**src/rtl/core/icc_pkg.sv**
```systemverilog
`timescale 1ns / 1ps
`default_nettype none
// ----------------------------------------------------------------------------
// icc_pkg
// Types, widths and helpers shared by the interval coverage counter.
// ----------------------------------------------------------------------------
package icc_pkg;

	localparam int SLOT_W            = 10;
	localparam int COUNT_W           = 16;
	localparam int ENTRY_W           = 17;
	localparam int CMP_W             = 17;
	localparam int TIME_SLOTS_DEF    = 1024;
	localparam int unsigned MAX_INTERVALS_DEF = 32'd65535;

	localparam logic signed [ENTRY_W-1:0] ENTRY_MAX = {1'b0, {(ENTRY_W-1){1'b1}}};
	localparam logic signed [ENTRY_W-1:0] ENTRY_MIN = {1'b1, {(ENTRY_W-1){1'b0}}};
	localparam logic [COUNT_W-1:0]        COUNT_MAX = {COUNT_W{1'b1}};

	typedef enum logic {
		OP_ADD   = 1'b0,
		OP_QUERY = 1'b1
	} op_e_t;

	typedef enum logic {
		ST_OK  = 1'b0,
		ST_ERR = 1'b1
	} status_t;

	typedef struct packed {
		op_e_t             op;
		logic [SLOT_W-1:0] start_slot;
		logic [SLOT_W-1:0] end_slot;
		logic [SLOT_W-1:0] point;
	} req_item_t;

	typedef struct packed {
		logic [COUNT_W-1:0] cover_count;
		status_t            status;
	} rsp_item_t;

	typedef enum logic [2:0] {
		S_CLEAR,
		S_IDLE,
		S_ADD_RD,
		S_ADD_LO,
		S_ADD_HI,
		S_Q_RUN,
		S_Q_DRAIN,
		S_DONE
	} seq_state_t;

	function automatic logic signed [ENTRY_W-1:0] sat_inc(
		input logic signed [ENTRY_W-1:0] v
	);
		return (v == ENTRY_MAX) ? v : v + ENTRY_W'(1);
	endfunction

	function automatic logic signed [ENTRY_W-1:0] sat_dec(
		input logic signed [ENTRY_W-1:0] v
	);
		return (v == ENTRY_MIN) ? v : v - ENTRY_W'(1);
	endfunction

endpackage
`default_nettype wire

```
**src/rtl/core/icc_seq.sv**
```systemverilog
`timescale 1ns / 1ps
`default_nettype none
// ----------------------------------------------------------------------------
// icc_seq
// Sequencer: clearing pass, read-modify-write of adds, prefix sum of queries.
// ----------------------------------------------------------------------------
module icc_seq
	import icc_pkg::*;
#(
	parameter int          TIME_SLOTS    = TIME_SLOTS_DEF,
	parameter int unsigned MAX_INTERVALS = MAX_INTERVALS_DEF
) (
	input  wire  logic                               clk,
	input  wire  logic                               arst_n,
	input  wire  logic                               req_valid,
	input  wire  req_item_t                          req,
	output logic                                     req_ready,
	output logic                                     res_valid,
	output rsp_item_t                                res,
	input  wire  logic                               res_ready,
	output logic                                     mem_we,
	output logic [$clog2(TIME_SLOTS)-1:0]            mem_waddr,
	output logic signed [ENTRY_W-1:0]                mem_wdata,
	output logic [$clog2(TIME_SLOTS)-1:0]            mem_raddr,
	input  wire  logic signed [ENTRY_W-1:0]          mem_rdata
);

	localparam int ADDR_W = $clog2(TIME_SLOTS);
	localparam int SUM_W  = ENTRY_W + ADDR_W + 1;
	localparam int CNT_W  = $clog2(64'(MAX_INTERVALS) + 64'd1);
	localparam logic [CMP_W-1:0]  TS_C      = CMP_W'(TIME_SLOTS);
	localparam logic [ADDR_W-1:0] LAST_ADDR = ADDR_W'(TIME_SLOTS - 1);
	localparam logic [CNT_W-1:0]  MAX_C     = CNT_W'(MAX_INTERVALS);

	seq_state_t               state_q, state_d;
	logic [ADDR_W-1:0]        idx_q;
	logic [ADDR_W-1:0]        lo_addr_q;
	logic [ADDR_W-1:0]        hi_addr_q;
	logic                     hi_ok_q;
	logic [ADDR_W-1:0]        p_q;
	op_e_t                    op_q;
	logic                     err_q;
	logic [CNT_W-1:0]         icount_q;
	logic signed [SUM_W-1:0]  acc_q;
	logic                     acc_en_s1;

	logic                     accept;
	logic                     add_bad;
	logic                     query_bad;
	logic                     req_bad;
	logic [SLOT_W:0]          end_next;
	logic [COUNT_W-1:0]       clamp;

	assign accept    = req_valid && req_ready;
	assign end_next  = {1'b0, req.end_slot} + (SLOT_W + 1)'(1);
	assign add_bad   = (req.start_slot > req.end_slot)
	                || (CMP_W'(req.end_slot) >= TS_C)
	                || (icount_q >= MAX_C);
	assign query_bad = CMP_W'(req.point) >= TS_C;
	assign req_bad   = (req.op == OP_ADD) ? add_bad : query_bad;

	always_comb begin
		if (acc_q[SUM_W-1]) begin
			clamp = '0;
		end else if (|acc_q[SUM_W-2:COUNT_W]) begin
			clamp = COUNT_MAX;
		end else begin
			clamp = acc_q[COUNT_W-1:0];
		end
	end

	// next state
	always_comb begin
		state_d = state_q;
		unique case (state_q)
			S_CLEAR: begin
				if (idx_q == LAST_ADDR) begin
					state_d = S_IDLE;
				end
			end
			S_IDLE: begin
				if (accept) begin
					if (req_bad) begin
						state_d = S_DONE;
					end else if (req.op == OP_ADD) begin
						state_d = S_ADD_RD;
					end else begin
						state_d = S_Q_RUN;
					end
				end
			end
			S_ADD_RD:  state_d = S_ADD_LO;
			S_ADD_LO:  state_d = hi_ok_q ? S_ADD_HI : S_DONE;
			S_ADD_HI:  state_d = S_DONE;
			S_Q_RUN: begin
				if (idx_q == p_q) begin
					state_d = S_Q_DRAIN;
				end
			end
			S_Q_DRAIN: state_d = S_DONE;
			S_DONE: begin
				if (res_ready) begin
					state_d = S_IDLE;
				end
			end
			default:   state_d = S_IDLE;
		endcase
	end

	// outputs
	always_comb begin
		req_ready       = 1'b0;
		res_valid       = 1'b0;
		res.cover_count = '0;
		res.status      = err_q ? ST_ERR : ST_OK;
		mem_we          = 1'b0;
		mem_waddr       = idx_q;
		mem_wdata       = '0;
		mem_raddr       = idx_q;
		unique case (state_q)
			S_CLEAR: begin
				mem_we = 1'b1;
			end
			S_IDLE: begin
				req_ready = 1'b1;
			end
			S_ADD_RD: begin
				mem_raddr = lo_addr_q;
			end
			S_ADD_LO: begin
				mem_we    = 1'b1;
				mem_waddr = lo_addr_q;
				mem_wdata = sat_inc(mem_rdata);
				mem_raddr = hi_addr_q;
			end
			S_ADD_HI: begin
				mem_we    = 1'b1;
				mem_waddr = hi_addr_q;
				mem_wdata = sat_dec(mem_rdata);
			end
			S_Q_RUN: begin
				mem_raddr = idx_q;
			end
			S_Q_DRAIN: begin
			end
			S_DONE: begin
				res_valid = 1'b1;
				if (!err_q && op_q == OP_QUERY) begin
					res.cover_count = clamp;
				end
			end
			default: begin
			end
		endcase
	end

	always_ff @(posedge clk or negedge arst_n) begin
		if (!arst_n) begin
			state_q   <= S_CLEAR;
			idx_q     <= '0;
			icount_q  <= '0;
			acc_en_s1 <= 1'b0;
		end else begin
			state_q   <= state_d;
			acc_en_s1 <= (state_q == S_Q_RUN);
			if (state_q == S_CLEAR || state_q == S_Q_RUN) begin
				idx_q <= idx_q + ADDR_W'(1);
			end else if (accept) begin
				idx_q <= '0;
			end
			if (state_q == S_ADD_LO) begin
				icount_q <= icount_q + CNT_W'(1);
			end
		end
	end

	// item fields and running sum
	always_ff @(posedge clk) begin
		if (accept) begin
			op_q      <= req.op;
			err_q     <= req_bad;
			lo_addr_q <= ADDR_W'(req.start_slot);
			hi_addr_q <= ADDR_W'(end_next);
			hi_ok_q   <= CMP_W'(end_next) < TS_C;
			p_q       <= ADDR_W'(req.point);
			acc_q     <= '0;
		end else if (acc_en_s1) begin
			acc_q <= acc_q + SUM_W'(mem_rdata);
		end
	end

endmodule
`default_nettype wire

```
**config.mk**
```make
export PLATFORM = sky130hd
export DESIGN_NAME = icc_seq
export DESIGN_NICKNAME = d
export VERILOG_FILES = /design/src/rtl/core/icc_pkg.sv /design/src/rtl/core/icc_seq.sv
export SDC_FILE = /design/constraint.sdc
export NUM_CORES = 1
export LEC_CHECK = 0
export BUFFER_PORTS_ARGS = -buffer_cell sky130_fd_sc_hd__buf_2
export CAP_MARGIN = 15
export CORE_ASPECT_RATIO = 1.75
export CORE_MARGIN = 8
export CORE_UTILIZATION = 60
export DETAILED_ROUTE_END_ITERATION = 8
export HOLD_SLACK_MARGIN = 0.12
export PLACE_DENSITY = 0.84
export SLEW_MARGIN = 20
export SYNTH_ARGS = -nofsm -noshare
export SYNTH_HDL_FRONTEND = slang
export SYNTH_SLANG_ARGS = --single-unit
```
**constraint.sdc**
```tcl
create_clock -name clk -period 4.6 [get_ports clk]
set_clock_uncertainty 0.15 [all_clocks]
set_input_delay 0 -clock clk [delete_from_list [all_inputs] [get_ports clk]]
set_output_delay 0 -clock clk [all_outputs]
set_load 0.02 [all_outputs]
```
==> impl_metrics.yaml <==
routing:
  wl_um: 21260
  vias_per_cell: 6.438
  drtIter0Drc: 663
  vias: 6953
  top_layer: "met4"
  post_drt_wl_per_cell_um: 19.69
  drc: 0
  route.layer.met1.wl_um: 7562
  met2_length_um: 11320
  first_pass_iters: 7
  wl_met3_um: 1493
  ant_nets: 0
pwr:
  ir_drop_v: 0.0003247
  cellPowerDensity_nw_per_um2: 566.2
  p_leak_nw: 3.704
  p_total_mw: 4.659
hold_path:
  hold_path.class: "primary input to register"
global_routing:
  antenna_found_initial: 0
  grt_pass1_wl_um: 34750
  grt_pass1_vias: 7177
  grt_usage_pct: 27.51
  grt_max_degree: 35
  grt_overflow: 0
critical_path:
  crit_path_start_kind: "register"
  crit_path_end_kind: "output port"
  cpPeakStageDelay_ns: 0.66
  cp.buffers_inverters: 1
  timing_worst_setup_path_type: "register to output port"
  cp.arrival_ns: 3.25
  crit_family: "simple AND/OR/NAND/NOR gates"
  cp_max_fo: 22
  worstPathRequired_ns: 4.45
  crit_path_top_delay_cell: "nor4_2"
  crit_chain: "nand2b_1 -> or2_2 -> nor4_2 -> a31oi_1 -> o21ai_0 -> buf_2"
yosys:
  synth_warnings: 0
  synth_cells: 811
  yosys.cell_count.top_type: "nand2_1"
  synthSimpleGateAreaFrac_pct: 21.47
  ys.flop_type: "edfxtp_1"
  muxShareOfSynthArea_pct: 3.854
  async_flop_share_pct: 32.97
  synth_common_cells: "nand2_1 (94), nor2_1 (64), a21oi_1 (55)"
  post-synth-top-area-cell: "edfxtp_1"
  synth_edf_count: 33
  yosysSeqAreaShare_pct: 33.45
  synth_top_family_by_area: "compound AO/OA/AOI/OAI gates"
  synth_seq_cells: 91
  synth_compound_area_share_pct: 22.76
  synthDominantCellAreaShare_pct: 14.40
  synthTopCellsByArea: "edfxtp_1 (14%), dfrtp_1 (11%), dfxtp_1 (8.1%)"
  syn_avg_cell_area_um2: 8.487
  synth_nets: 907
  synth_fa_ha_area_share_pct: 8.108
  yosysUniqueCellTypes: 79
  synth-xor-area-share_pct: 5.981
  netlist_area_um2: 6883
cts:
  cts_root_buf: "clkbuf_16"
  clock_path_buffers: 2
  cts_tree: "yes"
  postCtsSetupBuffers: 0
  worstSkewPairLatency_ns: 0.35
  cts_buffers: 9
  clk_pin_slew_ns: 0.07
  cts_sinks: 91
  htree_levels: 3
cells_and_area:
  nNetsFinal: 1036
  nFillCells: 857
  syn_to_final_growth_pct: 19.54
  fin_area_um2: 8228
  diodes: 0
  drive_gt1_share_pct: 16.61
timing:
  finalMaxSlewViolations: 0
  finalHoldWorstSlack_ns: 0.1345
  slew_headroom_pct: 33.85
  setup-violations-final: 0
  hold_violations: 0
  tns_ns: 0
  tightestPinTransition_ns: 0.9922
  max_freq_ghz: 0.2938
  fin_ws_ns: 1.197
  period_minus_slack_ns: 3.403
  final.period_utilization_pct: 73.99
  rsz0062_at_grt: "false"
placement:
  dpl_cell_area_um2: 7440
  hpwl_um: 14840
  place_ws_ns: 1.475
  gp_congestion: 1.016
  portBuffers: 108
die:
  initial_core_util_pct: 60.45
  fp.dieW_um: 96.97
  die_h_um: 157.7
  core-area_um2: 11390
  rows: 52
  ios: 109
  die-area_um2: 15290
flow_run:
  cap_violations: 0
outcome:
  status: "completed"
## worst paths after layout
check | slack (ns) | depth (start not counted) | endpoint | startpoint
worst max-delay path | 1.20 | 6 | mem_wdata[6] | state_q[1]
worst min-delay path | 0.13 | 4 | acc_q[1] | mem_rdata[1]
worst max register to register | 1.32 | 8 | acc_q[24] | state_q[0]
worst min register to register | 0.32 | 1 | icount_q[4] | icount_q[4]
max in group asynchronous | 3.57 | 4 | icount_q[14] | arst_n
min in group asynchronous | 0.55 | 4 | idx_q[0] | arst_n
## layout make-up
type	count	area (um^2)	area share (%)
repair buffers	159	1051	12.77
multi-input cells	648	4282	52.04
clock buffers	9	225.2	2.737
inverters	31	116.4	1.414
well taps	135	168.9	2.053
clock inverters	7	82.58	1.004
flip-flops and latches	91	2302	27.98
## stage by stage
step	util, %	std cells
finish	72.26	1080
global route	72.26	1080
CTS	72.26	1080
detailed placement	65.34	1017
global placement	65.34	1017
floorplan	-	811
## layer usage
layer	track usage, %	vias up
met5	0	-
met4	14.37	0
met3	6.553	81
met1	27.64	3285
met2	51.26	335
li1	-	3252
## layout by cell type (no fill, tap or decap), types with 17 or more instances in the layout
cell type      synthesis  routed
a21oi_1               55      55
buf_2                  4     108
dfrtp_1               30      30
dfxtp_1               28      28
dlygate4sd3_1          0      46
edfxtp_1              33      33
ha_1                  43      43
inv_1                 29      29
mux2i_1               25      25
nand2_1               94      94
nand3_1               30      30
nand4_1               18      18
nor2_1                64      63
nor3_1                23      23
o21a_1                23      23
o21ai_0               51      51
xnor2_1               30      30
xor2_1                17      17
## cells by family after synthesis
| logic type | after synthesis |
|---|---|
| and+or+nand+nor | 295 |
| AOI/OAI and AO/OA | 236 |
| DFF | 91 |
| buffers and inverters | 72 |
| xor gates and xnor gates | 47 |
| adders and majority gates | 44 |
| muxes | 26 |
## power by group
| part | internal [mW] | switching, mW | leakage, nW | total (mW) |
|---|---|---|---|---|
| Clock | 0.430 | 0.351 | 0.145 | 0.782 |
| Combinational | 1.01 | 1.54 | 2.63 | 2.56 |
| Sequential | 1.06 | 0.255 | 0.934 | 1.32 |
## tightest hold or removal path, delay by kind of cell
family                   cells  cell delay, ns
buffers and inverters        2            0.32
AO/OA/AOI/OAI                1            0.06
adder cells (fa/ha/maj)      1            0.20
## flip-flops by register name, indices dropped and copies added (netlist names)
| signal | count |
|---|---|
| acc_q | 28 |
| icount_q | 16 |
| hi_addr_q | 10 |
| idx_q | 10 |
| lo_addr_q | 10 |
| p_q | 10 |
| state_q | 3 |
| acc_en_s1 | 1 |
| err_q | 1 |
| hi_ok_q | 1 |
| op_q | 1 |
## what timing repair did
item	in CTS	in global routing
hold buffers	47	0
gates resized for setup	0	0
endpoints found under the hold margin	68	0
No activity file was read; power rests on OpenSTA's default activity.
